**config.mk**
```make
export PLATFORM = sky130hd
export DESIGN_NAME = spc_cell
export DESIGN_NICKNAME = d
export VERILOG_FILES = /design/src/sv/spc_pkg.sv /design/src/sv/spc_cell.sv
export SDC_FILE = /design/constraint.sdc
export NUM_CORES = 1
export LEC_CHECK = 0
export BUFFER_PORTS_ARGS = -buffer_cell sky130_fd_sc_hd__buf_4
export CAP_MARGIN = 20
export CORE_MARGIN = 3
export CORE_UTILIZATION = 56
export CTS_CLUSTER_DIAMETER = 150
export DETAILED_ROUTE_END_ITERATION = 7
export PLACE_DENSITY = 0.85
export SLEW_MARGIN = 10
export SYNTH_ARGS = -nofsm -noshare
export SYNTH_HDL_FRONTEND = slang
export SYNTH_SLANG_ARGS = --single-unit
```
**constraint.sdc**
```tcl
create_clock -name clock -period 4.76 [get_ports clock]
set_input_delay 0.476 -clock clock [delete_from_list [all_inputs] [get_ports clock]]
set_output_delay 0.476 -clock clock [all_outputs]
set_load 0.005 [all_outputs]
```
**src/sv/spc_pkg.sv**
```systemverilog
// Shared types, constants and the arctangent table for the polar-to-Cartesian converter.
package spc_pkg;

   // Field and datapath widths
   localparam int RANGE_WIDTH = 16;
   localparam int ANGLE_WIDTH = 16;
   localparam int COORD_WIDTH = 17;
   localparam int X_WIDTH     = 36;
   localparam int Z_WIDTH     = 34;
   localparam int CSR_INDEX_WIDTH = 2;
   localparam int CSR_DATA_WIDTH  = 16;

   // Reciprocal of the CORDIC gain, Q32
   localparam logic [31:0] INV_GAIN_Q32 = 32'h9B74EDA8;

   // Output saturation bound
   localparam int OUT_LIMIT = 65535;

   // Arctangent table size; later iterations are not performed
   localparam int ATAN_ENTRIES = 24;

   // Register indexes of the configuration port
   localparam logic [CSR_INDEX_WIDTH-1:0] CSR_START_ANGLE = 2'd0;
   localparam logic [CSR_INDEX_WIDTH-1:0] CSR_ANGLE_STEP  = 2'd1;
   localparam logic [CSR_INDEX_WIDTH-1:0] CSR_KEEP_PARITY = 2'd2;

   // Reset values of the configuration registers
   localparam logic [ANGLE_WIDTH-1:0] START_ANGLE_RESET = 16'h8000;
   localparam logic [ANGLE_WIDTH-1:0] ANGLE_STEP_RESET  = 16'd182;
   localparam logic                   KEEP_PARITY_RESET = 1'b1;

   // atan(2^-i) in units of 2^-32 turn, truncated
   localparam logic [31:0] ATAN_TURN32 [ATAN_ENTRIES] = '{
      32'h20000000, 32'h12E4051D, 32'h09FB385B, 32'h051111D4, 32'h028B0D43, 32'h0145D7E1,
      32'h00A2F61E, 32'h00517C55, 32'h0028BE53, 32'h00145F2E, 32'h000A2F98, 32'h000517CC,
      32'h00028BE6, 32'h000145F3, 32'h0000A2F9, 32'h0000517C, 32'h000028BE, 32'h0000145F,
      32'h00000A2F, 32'h00000517, 32'h0000028B, 32'h00000145, 32'h000000A2, 32'h00000051
   };

   // Rotation state handed from cell to cell
   typedef struct packed {
      logic signed [X_WIDTH-1:0] x;
      logic signed [X_WIDTH-1:0] y;
      logic signed [Z_WIDTH-1:0] z;
   } cordic_vec_type;

endpackage

```
**src/sv/spc_cell.sv**
```systemverilog
// One CORDIC rotation iteration with its own pipeline register.
module spc_cell import spc_pkg::*; #(
   parameter int STAGE_IDX = 0
) (
   input  logic           clock,
   input  logic           reset,
   input  logic           up_valid,
   input  cordic_vec_type up_data,
   output logic           up_ready,
   output logic           down_valid,
   output cordic_vec_type down_data,
   input  logic           down_ready
);

   logic           valid_ff;
   cordic_vec_type vec_ff, vec_in;

   logic signed [X_WIDTH-1:0] dx;
   logic signed [X_WIDTH-1:0] dy;
   logic signed [Z_WIDTH-1:0] atan_val;

   assign up_ready = !valid_ff || down_ready;

   // Rotate toward zero residual angle
   assign dx       = up_data.y >>> STAGE_IDX;
   assign dy       = up_data.x >>> STAGE_IDX;
   assign atan_val = $signed({{(Z_WIDTH-32){1'b0}}, ATAN_TURN32[STAGE_IDX]});

   always_comb begin
      if (!up_data.z[Z_WIDTH-1]) begin
         vec_in.x = up_data.x - dx;
         vec_in.y = up_data.y + dy;
         vec_in.z = up_data.z - atan_val;
      end else begin
         vec_in.x = up_data.x + dx;
         vec_in.y = up_data.y - dy;
         vec_in.z = up_data.z + atan_val;
      end
   end

   always_ff @(posedge clock) begin
      if (reset) begin
         valid_ff <= 1'b0;
      end else if (up_ready) begin
         valid_ff <= up_valid;
      end
   end

   always_ff @(posedge clock) begin
      if (up_ready) begin
         vec_ff <= vec_in;
      end
   end

   assign down_valid = valid_ff;
   assign down_data  = vec_ff;

endmodule

```
==> impl_metrics.yaml <==
power_and_ir_drop:
  power_density_nw_per_um2: 286
  p_leak_nw: 5.46
  ir_drop_mv: 0.216
clock_network:
  root_buffer: "clkbuf_16"
  cts_resized: 0
  cts_setup_buffers: 0
  cts_buffer_depth: 2
  hold_buffers: 0
  cts_buffers: 9
  cts_tree: "built"
  cts_sinks: 106
  htreeDepth: 3
  insertion_delay_ps: 370
  clk_pin_slew_ps: 70
global_routing:
  grt_pass1_wl_mm: 49.5
  gr-usage-met2_pct: 50.8
  top_usage_layer: "met2"
  grt_max_degree: 106
  grt_overflow: 0
  met1_usage_pct: 42.3
  antenna_found_initial: 0
  track_usage_pct: 31.3
  grt_pass1_vias: 9241
  met3_usage_pct: 6.24
route:
  vias: 9622
  routedWlPerCell_um: 20.3
  antenna_left: 0
  drtIter0Drc: 1167
  avgViaCountPerCell: 6.27
  route.final.wire_length_mm: 31.1
  first_pass_iters: 6
  remaining_drc_errors: 0
logic_synthesis:
  ys_types: 81
  seq_area_frac_synth_pct: 32.0
  syn_avg_cell_area_sq_um: 8.77
  netlist_area_sq_um: 9900
  ys_ff_latch: 106
  yosysWarnings: 0
  synthCells: 1129
  synth-edff-count: 105
  synth_fp_nets: 1351
  yosysTopAreaCellShare_pct: 31.8
  ys_top_cells_by_area: "edfxtp_1, ha_1, a21oi_1"
  ys.flop_type: "edfxtp_1"
  yosysTopAreaCell: "edfxtp_1"
  synth-async-reset-ratio_pct: 0
floorplan:
  die_x_um: 139
  ios: 218
  design.core.area_sq_um: 16900
  initial_core_util_pct: 58.5
  dieArea_sq_um: 19300
  floorplan.rows: 47
  die_h_um: 139
place:
  port_buffers: 217
  hpwl_mm: 23.8
  gp_congestion: 0.959
critical_path:
  critPathMaxFanout: 15
  crit_path_start_kind: "input pin"
  worst-endpoint-arrival_ps: 3780
  path_class: "input pin to flop"
  cp-end-kind: "flop"
  rrSetupSlack_ps: 3210
  required_ps: 4860
sta:
  setup_tns_ps: 0
  tightest_slew_ps: 1140
  setup_violations: 0
  fin_crit_sh_pct: 77.2
  slew_violations: 0
  fmax_mhz: 272
  post-route-min-period_ps: 3680
  final.setup_skew_ps: 7.20
  slew_headroom_pct: 24.2
  finalHoldViolCount: 0
  rsz0062_at_grt: "false"
finish:
  diodes: 0
  layout-drive-gt1-share_pct: 19.9
  final_cell_mix: "buf_4, a21oi_1, inv_1, ha_1, edfxtp_1"
  final_common_cell: "buf_4"
  area_growth_pct: 20.7
  fin_nets: 1531
  fill_cells: 1375
  final_util_pct: 70.6
run:
  cap_viol_max_count: 0
min_path:
  hp-class: "input pin to flop"
status:
  status: "complete, no violations"
routing by layer:
metal  up-vias  wire length (um)  share of wire, %
li1       4447                 -                 -
met1      4525             12900                42
met2       575             14300                46
met3        75              3090               9.9
met4         0               848               2.7
met5         -                 0                 0
worst paths after layout:
path / to / startpoint / cells after the start
setup / recovery: down_data[105] / up_data[37] / 12
hold / removal: down_valid / reset / 2
setup reg to reg: down_data[63] / down_valid / 2
hold reg to reg: down_data[1] / down_valid / 1
worst max-delay path: stages:
cell      delay [ps]
buf_4            100
inv_1             50
ha_1             570
nand2b_1         240
a21o_1           140
o211ai_1         210
a21o_1           280
a31oi_1          680
o211ai_1         310
a311oi_1         370
a21oi_1          160
xnor2_1          200
Yosys cell counts (4+ instances only):
master and count:
xnor2_1 54, clkbuf_1 29, edfxtp_1 105, o211ai_1 11
a221o_1 4, and3_1 8, o2111ai_1 4, mux2i_1 16
xor2_1 14, inv_1 116, and2_1 5, fa_1 4
nand2_1 55, o21a_1 13, nor3_1 29, buf_1 14
o31a_1 5, nor4_1 6, nor2b_1 6, a21oi_1 128
a21o_1 37, nand3_1 19, o31ai_1 11, nand2b_1 13
a31oi_1 15, ha_1 108, nor2_1 82, or3_1 6
buf_2 10, o22ai_1 4, a21boi_0 6, o21bai_1 24
a211oi_1 11, a211o_1 4, or2_2 5, o21ai_0 68
nand4_1 11, a221oi_1 5
sequential cells by signal, indices dropped and copies added, names as in the netlist:
signal and count:
down_data 105, down_valid 1
power breakdown:
group	total, W	switching, W	internal, W
clock network	0.000808	0.000391	0.000417
registers	0.00129	0.0000554	0.00123
logic	0.00133	0.000732	0.000593
total	0.00342	0.00118	0.00224
layout make-up:
cell class	count	area, sq um	area share (%)
timing repair buffer	223	1690	14.1
clock inverter	6	75.1	0.628
inverter	118	443	3.70
sequential	106	3170	26.5
clock buffer	10	229	1.92
tap	220	275	2.30
multi-input combinational	851	6070	50.8
kinds of logic after synthesis:
family,synth area share [%]
buffers and inverters,6.68
flip-flops,32.0
multiplexers,1.62
AO/OA/AOI/OAI,26.4
AND/OR/NAND/NOR,12.8
XOR/XNOR,6.01
adder cells (fa/ha/maj),14.5
per-stage QoR:
stage	power, W	instance area, sq um	std cells	setup WS (ps)	hold slack, ps
after floorplan	0.00204	9900	1129	1200	545
after global placement	0.00259	11700	1518	1080	642
after detailed placement	0.00260	11700	1518	1010	645
after CTS	0.00341	12000	1534	1300	264
after global routing	0.00359	12000	1534	1010	262
final	0.00342	12000	1534	1080	264
No activity file was read; power rests on OpenSTA's default activity.
