[src/sv/spc_pkg.sv]
// Shared types, constants and the arctangent table for the polar-to-Cartesian converter.
package spc_pkg;

   // Field and datapath widths
   localparam int RANGE_WIDTH = 16;
   localparam int ANGLE_WIDTH = 16;
   localparam int COORD_WIDTH = 17;
   localparam int X_WIDTH     = 36;
   localparam int Z_WIDTH     = 34;
   localparam int CSR_INDEX_WIDTH = 2;
   localparam int CSR_DATA_WIDTH  = 16;

   // Reciprocal of the CORDIC gain, Q32
   localparam logic [31:0] INV_GAIN_Q32 = 32'h9B74EDA8;

   // Output saturation bound
   localparam int OUT_LIMIT = 65535;

   // Arctangent table size; later iterations are not performed
   localparam int ATAN_ENTRIES = 24;

   // Register indexes of the configuration port
   localparam logic [CSR_INDEX_WIDTH-1:0] CSR_START_ANGLE = 2'd0;
   localparam logic [CSR_INDEX_WIDTH-1:0] CSR_ANGLE_STEP  = 2'd1;
   localparam logic [CSR_INDEX_WIDTH-1:0] CSR_KEEP_PARITY = 2'd2;

   // Reset values of the configuration registers
   localparam logic [ANGLE_WIDTH-1:0] START_ANGLE_RESET = 16'h8000;
   localparam logic [ANGLE_WIDTH-1:0] ANGLE_STEP_RESET  = 16'd182;
   localparam logic                   KEEP_PARITY_RESET = 1'b1;

   // atan(2^-i) in units of 2^-32 turn, truncated
   localparam logic [31:0] ATAN_TURN32 [ATAN_ENTRIES] = '{
      32'h20000000, 32'h12E4051D, 32'h09FB385B, 32'h051111D4, 32'h028B0D43, 32'h0145D7E1,
      32'h00A2F61E, 32'h00517C55, 32'h0028BE53, 32'h00145F2E, 32'h000A2F98, 32'h000517CC,
      32'h00028BE6, 32'h000145F3, 32'h0000A2F9, 32'h0000517C, 32'h000028BE, 32'h0000145F,
      32'h00000A2F, 32'h00000517, 32'h0000028B, 32'h00000145, 32'h000000A2, 32'h00000051
   };

   // Rotation state handed from cell to cell
   typedef struct packed {
      logic signed [X_WIDTH-1:0] x;
      logic signed [X_WIDTH-1:0] y;
      logic signed [Z_WIDTH-1:0] z;
   } cordic_vec_type;

endpackage

[src/sv/spc_round.sv]
// Rounding, saturation and the result register.
module spc_round import spc_pkg::*; (
   input  logic                          clock,
   input  logic                          reset,
   input  logic                          up_valid,
   input  cordic_vec_type                up_data,
   output logic                          up_ready,
   output logic                          rsp_valid,
   input  logic                          rsp_stall,
   output logic signed [COORD_WIDTH-1:0] rsp_x_mm,
   output logic signed [COORD_WIDTH-1:0] rsp_y_mm
);

   localparam int SUM_WIDTH = X_WIDTH + 1;
   localparam int RND_WIDTH = SUM_WIDTH - 16;

   logic                          valid_ff;
   logic signed [COORD_WIDTH-1:0] x_ff, x_in;
   logic signed [COORD_WIDTH-1:0] y_ff, y_in;

   // Round half up to whole millimetres and clamp
   function automatic logic signed [COORD_WIDTH-1:0] round_sat(
      input logic signed [X_WIDTH-1:0] v
   );
      logic signed [SUM_WIDTH-1:0] sum;
      logic signed [RND_WIDTH-1:0] r;
      sum = SUM_WIDTH'(v) + SUM_WIDTH'(32768);
      r   = RND_WIDTH'(sum >>> 16);
      if (r > RND_WIDTH'(OUT_LIMIT)) begin
         round_sat = COORD_WIDTH'(OUT_LIMIT);
      end else if (r < -RND_WIDTH'(OUT_LIMIT)) begin
         round_sat = -COORD_WIDTH'(OUT_LIMIT);
      end else begin
         round_sat = COORD_WIDTH'(r);
      end
   endfunction

   assign up_ready = !valid_ff || !rsp_stall;
   assign x_in     = round_sat(up_data.x);
   assign y_in     = round_sat(up_data.y);

   // Hold the result until the transfer completes
   always_ff @(posedge clock) begin
      if (reset) begin
         valid_ff <= 1'b0;
      end else if (up_ready) begin
         valid_ff <= up_valid;
      end
   end

   always_ff @(posedge clock) begin
      if (up_ready) begin
         x_ff <= x_in;
         y_ff <= y_in;
      end
   end

   assign rsp_valid = valid_ff;
   assign rsp_x_mm  = x_ff;
   assign rsp_y_mm  = y_ff;

endmodule

[config.mk]
export PLATFORM = sky130hd
export DESIGN_NAME = spc_round
export DESIGN_NICKNAME = d
export VERILOG_FILES = /design/src/sv/spc_pkg.sv /design/src/sv/spc_round.sv
export SDC_FILE = /design/constraint.sdc
export NUM_CORES = 1
export LEC_CHECK = 0
export ABC_AREA = 1
export BUFFER_PORTS_ARGS = -buffer_cell sky130_fd_sc_hd__buf_2
export CAP_MARGIN = 10
export CORE_ASPECT_RATIO = 1.75
export CORE_UTILIZATION = 49
export DETAILED_ROUTE_END_ITERATION = 6
export PLACE_DENSITY = 0.87
export SLEW_MARGIN = 20
export SYNTH_ARGS = -nofsm -noshare
export SYNTH_HDL_FRONTEND = slang
export SYNTH_SLANG_ARGS = --single-unit
export TNS_END_PERCENT = 10
[constraint.sdc]
create_clock -name clock -period 5 [get_ports clock]
set_input_delay 0.25 -clock clock [delete_from_list [all_inputs] [get_ports clock]]
set_output_delay 0.25 -clock clock [all_outputs]
set_load 0.1 [all_outputs]
==> key figures <==
Status
  – Outcome: completed

Power
  – Leakage power: roughly 0.0017 uW
  – Part of the power in registers: 38.2%
  – Switching share of power: 40.30%
  – P_sw: between 300 and 400 uW
  – Max IR drop VDD: 106.8 uV
  – Clk pwr share: 26.8%
  – Comb pwr share: 35.0%
  – Power density cells: 283.0 nW/um^2
  – Internal Power: 556.8 uW

Setup path
  – Slowest-stage cell, CP: nand2_1
  – Crit end category: primary output
  – Arrival time at the worst endpoint: around 2.0 ns
  – Worst path top cell family by delay: buffers and inverters
  – Slowest stage delay, CP: 0.58 ns
  – Max Fanout on Critical Path: 20
  – R2r setup slk: around 3.4 ns
  – Critical Path Source: rsp_valid
  – Reg2reg start: rsp_valid
  – Required @ worst endpoint: between 4 and 5 ns
  – Crit Path Class: reg -> out
  – Cell breakdown of the critical path: nand2_1, buf_4, buf_2
  – Worst R2R Path Depth: 2
  – CP bufs+invs: 2
  – Startpoint Class: flop
  – Reg-to-reg critical path endpoint: rsp_x_mm[8]

Job
  – Max-cap violation count: 0

Routing
  – Vias: 2,849
  – DR vias/cell: 5.016
  – Final ANT Viol Nets: 0
  – DRC Markers: 0
  – Routed wire per std cell: 11.84 um
  – DRT iter0 DRCs: 169
  – Drt pass-1 iters: 4
  – Detailed Route WL: 6723 um

Clock network
  – TritonCTS clock tree: yes
  – CTS root buf: clkbuf_8
  – Clock Latency Late Sink: 0.28 ns
  – Hold Buf Count CTS: 0
  – Clock tree sinks: 35
  – Num CTS Buffers: 5
  – Post_cts resized: 0
  – Depth of the CTS H-tree: 2
  – Post-CTS setup buffers: 0
  – Clk slew on worst S/H paths: 0.07 ns
  – Max Root-Sink Buffers: 2

Min path
  – Hold Path Sink: rsp_valid
  – Min-delay worst type: in -> reg
  – Worst hold path startpoint: reset
  – Hold Crit Depth: 2

STA
  – Final setup margin: around 2.7 ns
  – Max-slew violations: 0
  – Post-Route Skew: roughly 0.0064 ns
  – RSZ-0062 raised after global routing: no
  – Least-Margin Pin Slew: 0.7867 ns
  – Slew HR: 47.43%
  – Final Setup Violations: 0
  – Final period utilization: 45.44%
  – Crit path time final: 2.272 ns
  – Fmax: 440.2 MHz
  – TNS Setup: 0 ns
  – Fin. Hold Viols: 0

Yosys
  – Main synth FF type: edfxtp_1
  – Synth unique cells: 26
  – Sequential-to-total area share from yosys stat: 38.24%
  – Mean Syn Cell Area: roughly 6.7 sq um
  – Synth cell count leaders: nand2_1 (182), inv_1 (58), nor2_1 (43)
  – Yosys warns: 0
  – EDFF count, synth: 34
  – Leading area contributor after synthesis: edfxtp_1
  – Synth Net Count: between 500 and 600
  – Area contributors post-synth: edfxtp_1 (38%), nand2_1 (25%), inv_1 (8.0%)
  – Post-synth ARST share: 0%
  – Post-synthesis cell area: around 2700 sq um
  – Yosys top cell area share: between 30% and 40%
  – Top-count cell post-synth: nand2_1
  – Synth Register Bits: 35
  – Post-Synthesis Cells: 408

Final layout
  – Fillcell total: around 520
  – Share of layout cells above drive strength 1: 22.67%
  – Synthesis-to-finish area growth: 21.05%
  – Final core area utilization: 62.20%
  – Nets@finish: 605
  – Antenna diodes: 0

Placement
  – DP HPWL: 5719 um
  – Gp weighted congestion: 0.9661
  – Pre-CTS setup slack: about 2.5 ns
  – Buffers on Ports: 81

GRT
  – Vias in the first global route: around 2,600
  – GRT Total Usage: 24.60%
  – Largest net degree at the start of global routing: 21
  – Grt ovf: 0
  – Global-route wire length before repair: 11,010 um
  – Initial antenna violation count: 0

Floorplan
  – Die area: 5870 sq um
  – Row count: 35
  – Core Box Area: between 5000 and 6000 sq um
  – Initial Util: 51.38%
  – Die Ht: 100.6 um
  – Ports: 146
  – Die W: between 50 and 60 um
placed cells by master (no fill, tap or decap), drive strengths merged:
cell type | synthesis | layout
a21oi | 1 | 1
a31oi | 1 | 1
buf | 4 | 82
bufinv | 0 | 1
clkbuf | 0 | 5
clkinv | 0 | 2
dfxtp | 1 | 1
edfxtp | 34 | 34
ha | 2 | 2
inv | 58 | 58
nand2 | 189 | 189
nand3 | 28 | 28
nand3b | 3 | 3
nand4 | 10 | 10
nor2 | 55 | 55
nor3 | 2 | 2
o21ai | 6 | 6
o21bai | 6 | 6
xnor2 | 2 | 2
xor2 | 6 | 6
flip-flops by register name (all words and copies together), names as in the netlist:
name,flops
rsp_valid,1
rsp_x_mm,17
rsp_y_mm,17
logic make-up (layout without fill, tap and decap cells):
family | Yosys count | in the layout | synth area share [%]
adders and majority gates | 2 | 2 | 0.9190
xor gates and xnor gates | 8 | 8 | 2.574
AOI/OAI and AO/OA | 14 | 14 | 3.309
and+or+nand+nor | 287 | 287 | 45.31
buffers and inverters | 62 | 148 | 9.651
DFF | 35 | 35 | 38.24
per-stage QoR:
stage               power (uW)  instances  cell area (sq um)  hold slack, ns
floorplan                624.6        408               2723          0.3191
global placement         684.5        560               3183          0.4029
detailed placement       689.1        560               3183          0.4146
CTS                      937.8        568               3296          0.1046
global route             966.7        568               3296          0.1211
finish                   932.6        568               3296          0.1147
layer usage:
metal / global-route usage (%) / share of wire (%)
met1: 21.57 / 33
met2: 49.69 / 59
met5: 0 / 0
met3: 2.567 / 4.8
met4: 15.57 / 4.1
worst max-delay path by stage:
stage | cells after the start | endpoint | slack, ns
3_5_place_dp | 10 | rsp_x_mm[5] | 2.54
3_3_place_gp | 10 | rsp_x_mm[5] | 2.61
6_report | 3 | up_ready | 2.73
5_1_grt | 3 | up_ready | 2.59
4_1_cts | 3 | up_ready | 2.69
2_1_floorplan | 1 | rsp_x_mm[0] | 1.96
power groups by stage:
| stage | clock network [uW] | logic (uW) | registers [uW] |
|---|---|---|---|
| global placement | 0 | 322 | 362 |
| global route | 261 | 347 | 358 |
| finish | 250 | 327 | 356 |
| floorplan | 0 | 83.7 | 541 |
| CTS | 255 | 327 | 356 |
| detailed placement | 0 | 326 | 363 |
layout make-up:
cell class | count | area, sq um | area share, %
Multi-Input combinational cell | 311 | 1419 | 43.05
Sequential cell | 35 | 1041 | 31.59
Timing Repair Buffer | 82 | 412.9 | 12.53
Inverter | 58 | 217.7 | 6.606
Tap cell | 74 | 92.59 | 2.809
Clock buffer | 5 | 68.82 | 2.088
Clock inverter | 3 | 43.79 | 1.329
(Power assumes the default switching activity.)
