`config.mk`:
```
export PLATFORM = sky130hd
export DESIGN_NAME = spc_front
export DESIGN_NICKNAME = d
export VERILOG_FILES = /design/src/sv/spc_pkg.sv /design/src/sv/spc_front.sv
export SDC_FILE = /design/constraint.sdc
export NUM_CORES = 1
export LEC_CHECK = 0
export ABC_AREA = 1
export ABC_CLOCK_PERIOD_IN_PS = 6500
export BUFFER_PORTS_ARGS = -buffer_cell sky130_fd_sc_hd__buf_2
export CORE_AREA = 2 2 162 282
export CTS_CLUSTER_SIZE = 14
export DETAILED_ROUTE_END_ITERATION = 7
export DIE_AREA = 0 0 164 284
export GPL_TIMING_DRIVEN = 0
export PLACE_DENSITY = 0.7
export SYNTH_ARGS = -nofsm -noshare
export SYNTH_HDL_FRONTEND = slang
export SYNTH_SLANG_ARGS = --single-unit
```
`constraint.sdc`:
```
create_clock -name clock -period 6.5 [get_ports clock]
set_clock_uncertainty 0.1 [all_clocks]
set_input_delay 0.975 -clock clock [delete_from_list [all_inputs] [get_ports clock]]
set_output_delay 0.975 -clock clock [all_outputs]
set_load 0.03 [all_outputs]
```
`src/sv/spc_pkg.sv`:
```
// Shared types, constants and the arctangent table for the polar-to-Cartesian converter.
package spc_pkg;

   // Field and datapath widths
   localparam int RANGE_WIDTH = 16;
   localparam int ANGLE_WIDTH = 16;
   localparam int COORD_WIDTH = 17;
   localparam int X_WIDTH     = 36;
   localparam int Z_WIDTH     = 34;
   localparam int CSR_INDEX_WIDTH = 2;
   localparam int CSR_DATA_WIDTH  = 16;

   // Reciprocal of the CORDIC gain, Q32
   localparam logic [31:0] INV_GAIN_Q32 = 32'h9B74EDA8;

   // Output saturation bound
   localparam int OUT_LIMIT = 65535;

   // Arctangent table size; later iterations are not performed
   localparam int ATAN_ENTRIES = 24;

   // Register indexes of the configuration port
   localparam logic [CSR_INDEX_WIDTH-1:0] CSR_START_ANGLE = 2'd0;
   localparam logic [CSR_INDEX_WIDTH-1:0] CSR_ANGLE_STEP  = 2'd1;
   localparam logic [CSR_INDEX_WIDTH-1:0] CSR_KEEP_PARITY = 2'd2;

   // Reset values of the configuration registers
   localparam logic [ANGLE_WIDTH-1:0] START_ANGLE_RESET = 16'h8000;
   localparam logic [ANGLE_WIDTH-1:0] ANGLE_STEP_RESET  = 16'd182;
   localparam logic                   KEEP_PARITY_RESET = 1'b1;

   // atan(2^-i) in units of 2^-32 turn, truncated
   localparam logic [31:0] ATAN_TURN32 [ATAN_ENTRIES] = '{
      32'h20000000, 32'h12E4051D, 32'h09FB385B, 32'h051111D4, 32'h028B0D43, 32'h0145D7E1,
      32'h00A2F61E, 32'h00517C55, 32'h0028BE53, 32'h00145F2E, 32'h000A2F98, 32'h000517CC,
      32'h00028BE6, 32'h000145F3, 32'h0000A2F9, 32'h0000517C, 32'h000028BE, 32'h0000145F,
      32'h00000A2F, 32'h00000517, 32'h0000028B, 32'h00000145, 32'h000000A2, 32'h00000051
   };

   // Rotation state handed from cell to cell
   typedef struct packed {
      logic signed [X_WIDTH-1:0] x;
      logic signed [X_WIDTH-1:0] y;
      logic signed [Z_WIDTH-1:0] z;
   } cordic_vec_type;

endpackage

```
`src/sv/spc_front.sv`:
```
// Beam angle tracking, range prescale and quadrant fold ahead of the CORDIC cells.
module spc_front import spc_pkg::*; (
   input  logic                       clock,
   input  logic                       reset,
   input  logic                       csr_write_en,
   input  logic [CSR_INDEX_WIDTH-1:0] csr_index,
   input  logic [CSR_DATA_WIDTH-1:0]  csr_write_data,
   input  logic                       req_valid,
   output logic                       req_stall,
   input  logic [RANGE_WIDTH-1:0]     req_range_mm,
   input  logic                       req_scan_start,
   output logic                       vec_valid,
   output cordic_vec_type             vec_data,
   input  logic                       vec_ready
);

   // Configuration registers
   logic [ANGLE_WIDTH-1:0] start_angle_ff;
   logic [ANGLE_WIDTH-1:0] angle_step_ff;
   logic                   keep_parity_ff;

   // Scan state
   logic [ANGLE_WIDTH-1:0] beam_angle_ff, beam_angle_in;
   logic                   index_parity_ff, index_parity_in;

   // Stage A: prescaled range and angle
   logic                   a_valid_ff;
   logic [31:0]            a_mag_ff, a_mag_in;
   logic [ANGLE_WIDTH-1:0] a_angle_ff;
   logic                   a_ready;

   // Stage B: folded vector
   logic                   b_valid_ff;
   cordic_vec_type         b_vec_ff, b_vec_in;
   logic                   b_ready;

   logic                   accept;
   logic [47:0]            product;
   logic [47:0]            product_rnd;
   logic                   fold;
   logic [ANGLE_WIDTH-1:0] angle_folded;
   logic signed [X_WIDTH-1:0] mag_ext;

   // Write configuration registers
   always_ff @(posedge clock) begin
      if (reset) begin
         start_angle_ff <= START_ANGLE_RESET;
         angle_step_ff  <= ANGLE_STEP_RESET;
         keep_parity_ff <= KEEP_PARITY_RESET;
      end else if (csr_write_en) begin
         case (csr_index)
            CSR_START_ANGLE: start_angle_ff <= csr_write_data;
            CSR_ANGLE_STEP:  angle_step_ff  <= csr_write_data;
            CSR_KEEP_PARITY: keep_parity_ff <= csr_write_data[0];
            default: ;
         endcase
      end
   end

   assign a_ready   = !a_valid_ff || b_ready;
   assign b_ready   = !b_valid_ff || vec_ready;
   assign req_stall = !a_ready;
   assign accept    = req_valid && a_ready;

   // Advance beam angle and index parity, or restart them on req_scan_start
   always_comb begin
      if (req_scan_start) begin
         beam_angle_in   = start_angle_ff;
         index_parity_in = 1'b0;
      end else begin
         beam_angle_in   = beam_angle_ff + angle_step_ff;
         index_parity_in = !index_parity_ff;
      end
   end

   always_ff @(posedge clock) begin
      if (reset) begin
         beam_angle_ff   <= '0;
         index_parity_ff <= 1'b0;
      end else if (accept) begin
         beam_angle_ff   <= beam_angle_in;
         index_parity_ff <= index_parity_in;
      end
   end

   // Scale range by the inverse gain, rounded to Q16
   assign product     = 48'(req_range_mm) * 48'(INV_GAIN_Q32);
   assign product_rnd = product + 48'h8000;
   assign a_mag_in    = product_rnd[47:16];

   // Stage A: drop samples of the wrong parity
   always_ff @(posedge clock) begin
      if (reset) begin
         a_valid_ff <= 1'b0;
      end else if (a_ready) begin
         a_valid_ff <= accept && (index_parity_in == keep_parity_ff);
      end
   end

   always_ff @(posedge clock) begin
      if (a_ready) begin
         a_mag_ff   <= a_mag_in;
         a_angle_ff <= beam_angle_in;
      end
   end

   // Fold the left half plane onto the right one
   assign fold         = a_angle_ff[15] ^ a_angle_ff[14];
   assign angle_folded = {a_angle_ff[15] ^ fold, a_angle_ff[14:0]};
   assign mag_ext      = $signed({{(X_WIDTH-32){1'b0}}, a_mag_ff});

   always_comb begin
      b_vec_in.x = fold ? -mag_ext : mag_ext;
      b_vec_in.y = '0;
      b_vec_in.z = $signed({{(Z_WIDTH-32){angle_folded[15]}}, angle_folded, 16'h0000});
   end

   // Stage B
   always_ff @(posedge clock) begin
      if (reset) begin
         b_valid_ff <= 1'b0;
      end else if (b_ready) begin
         b_valid_ff <= a_valid_ff;
      end
   end

   always_ff @(posedge clock) begin
      if (b_ready) begin
         b_vec_ff <= b_vec_in;
      end
   end

   assign vec_valid = b_valid_ff;
   assign vec_data  = b_vec_ff;

endmodule

```
==> results.cfg, run 1 <==
[status]
status = complete, no violations

[cells_and_area]
final_cell_mix = inv_1, nand2_1, nor2_1
fillers = 4228
seqCellArea_um2 = 4044
synthToLayoutAreaGrowth_pct = 20.04
final_common_cell = inv_1
antennaDiodeCount = 0
drive_above_1_share = 0.1977
multi_input_area_um2 = 12190
final-instance-count-excl-fill = 3046
fin_nets = 2858

[critical_path]
critPathLaunchType = input pin
cp_max_fo = 6
crit_start = req_range_mm[3]
critPathRequiredTime_ps = 6630
path_buf_inv = 6
r2r_slack_ps = 3300
reg2reg_to = a_angle_ff[12]
crit_top_cell = fa_1
crit_type = input pin to register
critPathMaxStageDelay_ps = 550
reg2reg_from = beam_angle_ff[0]
crit_family = adder cells
crit_slowest_cell = fa_1
rr_worst_depth = 17
endpoint_kind = register
critPathCapture = a_mag_ff[28]
path_depth = 27
critPathArrivalTime_ps = 6540

[global_routing]
grt_max_degree = 45
antenna_found_initial = 0
first_global_vias = 15140
gr-total-overflow = 0
grt_pass1_wl_mm = 77.90
grt_usage = 0.2187

[timing]
clock.fmax_mhz = 155.9
drv_slew = 0
worst_pin_slew_ps = 743.6
rsz0062_at_grt = true
maxSlewHeadroom = 0.4990
hold_viol = 0
setup_viol = 0
period_share = 0.9865
min_period_ps = 6412

[placement]
dpl.hpwl_mm = 42.73
port_buffers = 93
gp_congestion = 1.034
dp_cells = 2972

[floorplanning]
die_area_um2 = 46580
coreArea_um2 = 44290
num_rows = 102
io_pins = 148
initial_core_util = 0.3947
fp.dieH_um = 284
dieWidth_um = 164

[route]
via_count = 14820
drt-initial-drc-count = 781
viasPerCell = 4.866
firstDrtPassIters = 7
drc = 0
wirelength_mm = 50.58
wl_per_cell_um = 16.60
antenna_left = 0

[clock_tree]
clk_pin_slew_ps = 60
cts.sinks = 152
cts_buffer_depth = 3
cts-root-buf = clkbuf_16
cts_buffers = 25
cts_tree = yes
clk_latency_ps = 480
ctsHtreeMaxLevel = 4

[synth]
synth.avg_cell_area_um2 = 7.754
yosysWarnings = 0
ys.flop_type = edfxtp_1
synth-seq-cells = 152
syn_area_um2 = 17480
syn_inst = 2254
synthArstFlopShare = 0
synth_cell_types = 40
yosysSeqAreaShare = 0.2314
synth-edff-count = 100

[worst_hold_path]
hp-class = register to register

[run]
max-cap-violations = 0
-- metrics by stage --
step | cell area, µm² | worst slack, ps | hold slack, ps | utilization | setup TNS (ps)
finish | 20980 | 87.52 | 319.7 | 0.4738 | 0
global route | 20980 | -70.12 | 320.9 | 0.4738 | -345.3
CTS | 20020 | -4.225 | 320.0 | 0.4520 | -7.085
detailed placement | 18890 | -1238 | 304.5 | 0.4266 | -26740
global placement | 18850 | -1172 | 304.9 | 0.4257 | -24500
floorplan | 17670 | 186.8 | 300.3 | - | 0
-- sequential cells by signal, indices dropped and copies added, names as in the netlist --
register	count
angle_step_ff	16
vec_data	52
start_angle_ff	16
a_mag_ff	32
beam_angle_ff	16
keep_parity_ff	1
a_angle_ff	16
index_parity_ff	1
vec_valid	1
a_valid_ff	1
-- area by class of cell --
type                            count  share of cell area
Inverter                          533             0.09547
Buffer                             72             0.02254
Clock inverter                      7            0.002862
Multi-Input combinational cell   1548              0.5808
Sequential cell                   152              0.1927
Clock buffer                       25             0.02982
Timing Repair Buffer              137             0.04168
Tap cell                          572             0.03411
-- Yosys cell counts (18+ instances only) --
master,count,share of area
nand4_1,25,0.0089
a21oi_1,59,0.017
buf_4,54,0.023
o21ai_0,74,0.021
inv_1,512,0.11
nand3_1,79,0.023
nand2_1,517,0.11
inv_2,18,0.0039
dfxtp_1,52,0.060
xor2_1,47,0.024
fa_1,169,0.19
xnor2_1,23,0.012
clkbuf_1,18,0.0039
ha_1,180,0.13
nor2_1,222,0.048
edfxtp_1,100,0.17
-- timing repair --
item	in CTS	in global routing
endpoints found under the hold margin	0	0
cloned	0	0
pin swaps	9	52
gates resized for setup	100	191
endpoints found under the setup margin	26	25
setup buffers	7	35
hold buffers	0	0
-- how the worst min path moves through the flow --
| stage | slack, ps | to | depth (start not counted) | start |
|---|---|---|---|---|
| 3_5_place_dp | 300 | vec_data[27] | 0 | a_angle_ff[11] |
| 6_report | 320 | vec_data[27] | 0 | a_angle_ff[11] |
| 4_1_cts | 320 | vec_data[27] | 0 | a_angle_ff[11] |
| 2_1_floorplan | 300 | vec_data[16] | 0 | a_angle_ff[0] |
| 3_3_place_gp | 300 | vec_data[19] | 0 | a_angle_ff[3] |
| 5_1_grt | 320 | vec_data[25] | 0 | a_angle_ff[9] |
-- worst reg2reg max path: stages, from the launching register on --
cell and delay [ps]:
dfxtp_1 350, ha_1 170, inv_1 60, fa_1 380, inv_1 70, nand2_1 60, nand2_1 80, a21oi_1 100
o21ai_0 490, nand2_1 110, nand2_1 110, inv_1 50, o21ai_0 350, nand2_1 130, nand2_1 80, nand2_1 50
nand3_1 100, nand2_1 90
-- routing by layer --
layer	global-route usage	share of wire	up-vias
li1	-	-	7193
met1	0.2034	0.34	6946
met2	0.4315	0.55	480
met3	0.01710	0.030	203
met4	0.1570	0.083	0
met5	0	0	-
-- kinds of logic after synthesis --
| family | count (synthesis) | share of synthesized area |
|---|---|---|
| other cells | 1 | 0.0002146 |
| fa+ha+maj | 349 | 0.3224 |
| xor+xnor | 70 | 0.03508 |
| buf+inv | 605 | 0.1415 |
| flops | 152 | 0.2314 |
| simple gates | 918 | 0.2203 |
| compound gates | 159 | 0.04911 |
Power of run 1 is not shown: default switching activity piles up to over one toggle a cycle in this logic, so the estimate is an artifact.
==> run 2, diff against run 1 <==
- BUFFER_PORTS_ARGS: -buffer_cell sky130_fd_sc_hd__buf_2 -> unset
- DONT_BUFFER_PORTS: unset -> 1
- PLACE_DENSITY: 0.7 -> 0.67
==> run 2 against run 1 <==
  * Count of clock-buffer cells in the layout down 3
  * Core utilization down 2.6 points
  * Sequential share of layout area up 1.1 points
  * Final area down 5.5%
  * Final cell count down 3.9%
  * Worst setup slack better by 110 ps
  * Non-clock buffer count down 120
  * Maximum frequency up 1.7%
  * Register-to-register slack worse by 230 ps
  * Largest cell class unchanged
  * Worst hold slack worse by 1.5 ps
==> results.cfg, run 2 (synthesis results as in run 1) <==
[status]
status = complete, no violations

[floorplanning]
dieWidth_um = 164
initial_core_util = 0.3947
num_rows = 102
coreArea_um2 = 44290
die_area_um2 = 46580
io_pins = 148
fp.dieH_um = 284

[route]
via_count = 14040
drt-initial-drc-count = 652
firstDrtPassIters = 5
wirelength_mm = 48.90
antenna_left = 0
viasPerCell = 4.797
wl_per_cell_um = 16.71
drc = 0

[timing]
setup_viol = 0
min_period_ps = 6304
hold_viol = 0
clock.fmax_mhz = 158.6
rsz0062_at_grt = true
drv_slew = 0
worst_pin_slew_ps = 706.3
period_share = 0.9699
maxSlewHeadroom = 0.5242

[clock_tree]
cts_buffers = 17
cts-root-buf = clkbuf_16
cts_tree = yes
cts_buffer_depth = 2
clk_pin_slew_ps = 60
ctsHtreeMaxLevel = 4
cts.sinks = 152
clk_latency_ps = 440

[placement]
dp_cells = 2879
port_buffers = 0
dpl.hpwl_mm = 42.95
gp_congestion = 0.9956

[critical_path]
endpoint_kind = register
reg2reg_from = vec_valid
cp_max_fo = 6
critPathRequiredTime_ps = 6570
critPathLaunchType = input pin
crit_start = req_range_mm[4]
crit_type = input pin to register
r2r_slack_ps = 3070
critPathArrivalTime_ps = 6370

[cells_and_area]
largest_reg_flops = 52
antennaDiodeCount = 0
drive_above_1_share = 0.1342
final-instance-count-excl-fill = 2926
final_common_cell = inv_1
final_cell_mix = inv_1, nand2_1, nor2_1
synthToLayoutAreaGrowth_pct = 13.41
fin_nets = 2730
utilization = 0.4476

[global_routing]
gr-total-overflow = 0
grt_usage = 0.2128
antenna_found_initial = 0
first_global_vias = 14570
grt_max_degree = 44
grt_pass1_wl_mm = 75.20

[worst_hold_path]
hp-start = a_angle_ff[12]
hp-class = register to register

[run]
max-cap-violations = 0
run 2: cell count changes in the layout (fill, tap and decap cells not counted), moves of 10 or more:
cell / change
buf_2: -79
buf_4: -33
nand2_1: +33
nand2_2: -25
ha_4: -11
nor2_1: +11
nor2_4: -10
run 2: what timing repair did:
action	4_1_cts	5_1_grt
resized for setup	47	143
setup buffers	1	14
pin swaps	2	23
hold buffers	0	0
setup endpoints to repair	22	25
run 2: routing by layer:
metal	GRT usage	up-vias	wire length [µm]
li1	-	6949	-
met1	0.1898	6524	15820
met2	0.4157	374	27100
met3	0.02470	188	1413
met4	0.1691	0	4566
met5	0	-	0
run 2: metrics by stage:
| step | TNS, ps | setup slack, ps | hold slack [ps] | instance area, µm² |
|---|---|---|---|---|
| global placement | -20100 | -976.0 | 302.4 | 18390 |
| finish | 0 | 195.8 | 318.1 | 19820 |
| global route | -74.92 | -26.50 | 339.6 | 19820 |
| CTS | 0 | 0.4552 | 321.0 | 19180 |
| detailed placement | -18810 | -994.8 | 305.7 | 18430 |
| floorplan | 0 | 186.8 | 300.3 | 17670 |
run 2: final timing paths:
kind,end,cells after the start
setup reg to reg,beam_angle_ff[14],10
hold / removal,vec_data[28],0
setup / recovery,a_mag_ff[21],23
hold reg to reg,vec_data[28],0
run 2: final cells by class:
| class | instances | area [µm²] |
|---|---|---|
| clock buffer | 22 | 474.2 |
| inverter | 533 | 2001 |
| timing repair buffer | 17 | 152.6 |
| tap | 572 | 715.7 |
| sequential | 152 | 4044 |
| fill | 4350 | 24460 |
| clock inverter | 10 | 116.4 |
| multi-input combinational | 1548 | 11850 |
| buffer | 72 | 473.0 |
run 2: worst max-delay path, cell delays in order:
cell and delay, ps:
ha_2 320, fa_2 630, inv_1 70, fa_1 450, inv_1 170, fa_1 480, fa_1 550, inv_1 50
fa_1 520, inv_1 40, ha_2 380, nand2_2 110, nor2_4 180, nand2_2 120, nor3_1 150, nand2_1 180
nand4_1 130, nand2_2 100, nor2_2 150, nand2_1 100, nor2_4 170, nand3b_1 160, xor2_1 170
Power of run 2 is left out for the same reason.
==> run 3, diff against run 2 <==
- PLACE_DENSITY: 0.67 -> unset
- PLACE_DENSITY_LB_ADDON: unset -> 0.25
==> run 3 against run 2 <==
  * Count of clock-buffer cells in the layout decreased by 2
  * Core utilization about the same
  * Final cell count about the same
  * Die area unchanged
  * Worst hold slack improved by 2.5 ps
  * Critical path type unchanged
  * Largest cell class unchanged
==> results.cfg, run 3 (synthesis results as in run 1) <==
[critical_path]
r2r_slack_ps = 2880
crit_start = req_range_mm[5]
cp_max_fo = 8
rr_worst_depth = 11
reg2reg_from = vec_valid
critPathArrivalTime_ps = 6420
endpoint_kind = register
critPathCapture = a_mag_ff[20]
reg2reg_to = beam_angle_ff[14]
critPathRequiredTime_ps = 6570
critPathLaunchType = input pin
crit_type = input pin to register

[cells_and_area]
final-instance-count-excl-fill = 2928
fin_nets = 2732
largest_reg_flops = 52
antennaDiodeCount = 0
multi_input_area_um2 = 11830
synthToLayoutAreaGrowth_pct = 13.39
final_cell_mix = inv_1, nand2_1, nor2_1
fillers = 4458
final_common_cell = inv_1
seqCellArea_um2 = 4044
drive_above_1_share = 0.1273

[timing]
clock.fmax_mhz = 157.5
setup_ws_ps = 152.3
timing.hold.ws_ps = 320.6
worst_pin_slew_ps = 755.5
final.setup.tns_ps = 0
hold_viol = 0
drv_slew = 0
rsz0062_at_grt = true
min_period_ps = 6348
period_share = 0.9766
setup_viol = 0
maxSlewHeadroom = 0.4963

[clock_tree]
cts_buffers = 17
cts_tree = yes
clk_pin_slew_ps = 60
cts-root-buf = clkbuf_16
cts_buffer_depth = 2
cts.sinks = 152
ctsHtreeMaxLevel = 4
clk_latency_ps = 430

[route]
via_count = 13920
drt-initial-drc-count = 530
drc = 0
firstDrtPassIters = 4
wirelength_mm = 48.03
viasPerCell = 4.755
antenna_left = 0
wl_per_cell_um = 16.40

[floorplanning]
die_area_um2 = 46580
io_pins = 148
coreArea_um2 = 44290
fp.dieH_um = 284
num_rows = 102
dieWidth_um = 164
initial_core_util = 0.3947

[worst_hold_path]
hp-start = a_angle_ff[10]
hp-class = register to register

[global_routing]
antenna_found_initial = 0
grt_max_degree = 44
first_global_vias = 14460
grt_usage = 0.2103
gr-total-overflow = 0
grt_pass1_wl_mm = 75.06

[placement]
gp_congestion = 0.9879
dp_slack_ps = -829.4
dp_cells = 2879
port_buffers = 0
dpl.hpwl_mm = 41.23

[run]
max-cap-violations = 0

[status]
status = complete, no violations
## run 3: what timing repair did
action | 4_1_cts | 5_1_grt
setup endpoints to repair | 23 | 25
gates cloned | 0 | 0
pin swaps | 1 | 16
setup buffers | 1 | 16
hold buffers | 0 | 0
gates resized for setup | 36 | 138
## run 3: critical path: stages
cell and delay (ps):
inv_1 40, ha_4 280, clkinvlp_4 160, buf_4 180, fa_1 510, fa_1 540
fa_1 440, fa_1 540, inv_1 50, fa_1 520, inv_1 40, ha_2 380
nand2_2 110, nor2_4 160, nand2_1 120, nor3_1 180, nand2_1 170, nand4_1 110
nand2_1 140, nor2_4 170, nand2_1 100, nor2_4 150, nand3_1 150, xor2_1 170
## run 3: worst min path at each step
stage	end	cells past startpoint
6_report	vec_data[26]	0
5_1_grt	vec_data[26]	0
4_1_cts	vec_data[27]	0
3_5_place_dp	vec_data[20]	0
3_3_place_gp	vec_data[21]	0
2_1_floorplan	vec_data[16]	0
## run 3: through the flow
step	util	cell area, µm²
floorplan	-	17670
global placement	0.4152	18390
detailed placement	0.4161	18430
CTS	0.4323	19140
global route	0.4475	19820
finish	0.4475	19820
## run 3: cell type report
type	count	area share
clock inverters	12	0.005114
clock buffers	20	0.02418
plain buffers	72	0.02386
repair buffers	19	0.008460
well taps	572	0.03611
inverters	533	0.1011
flip-flops and latches	152	0.2040
multi-input cells	1548	0.5971
## run 3: per-layer routing
| metal | GRT usage | vias to the layer above | share of wire |
|---|---|---|---|
| met5 | 0 | - | 0 |
| met4 | 0.1555 | 0 | 0.087 |
| met3 | 0.02148 | 167 | 0.028 |
| met2 | 0.4000 | 355 | 0.53 |
| met1 | 0.2040 | 6453 | 0.35 |
| li1 | - | 6949 | - |
Power of run 3 is left out for the same reason.
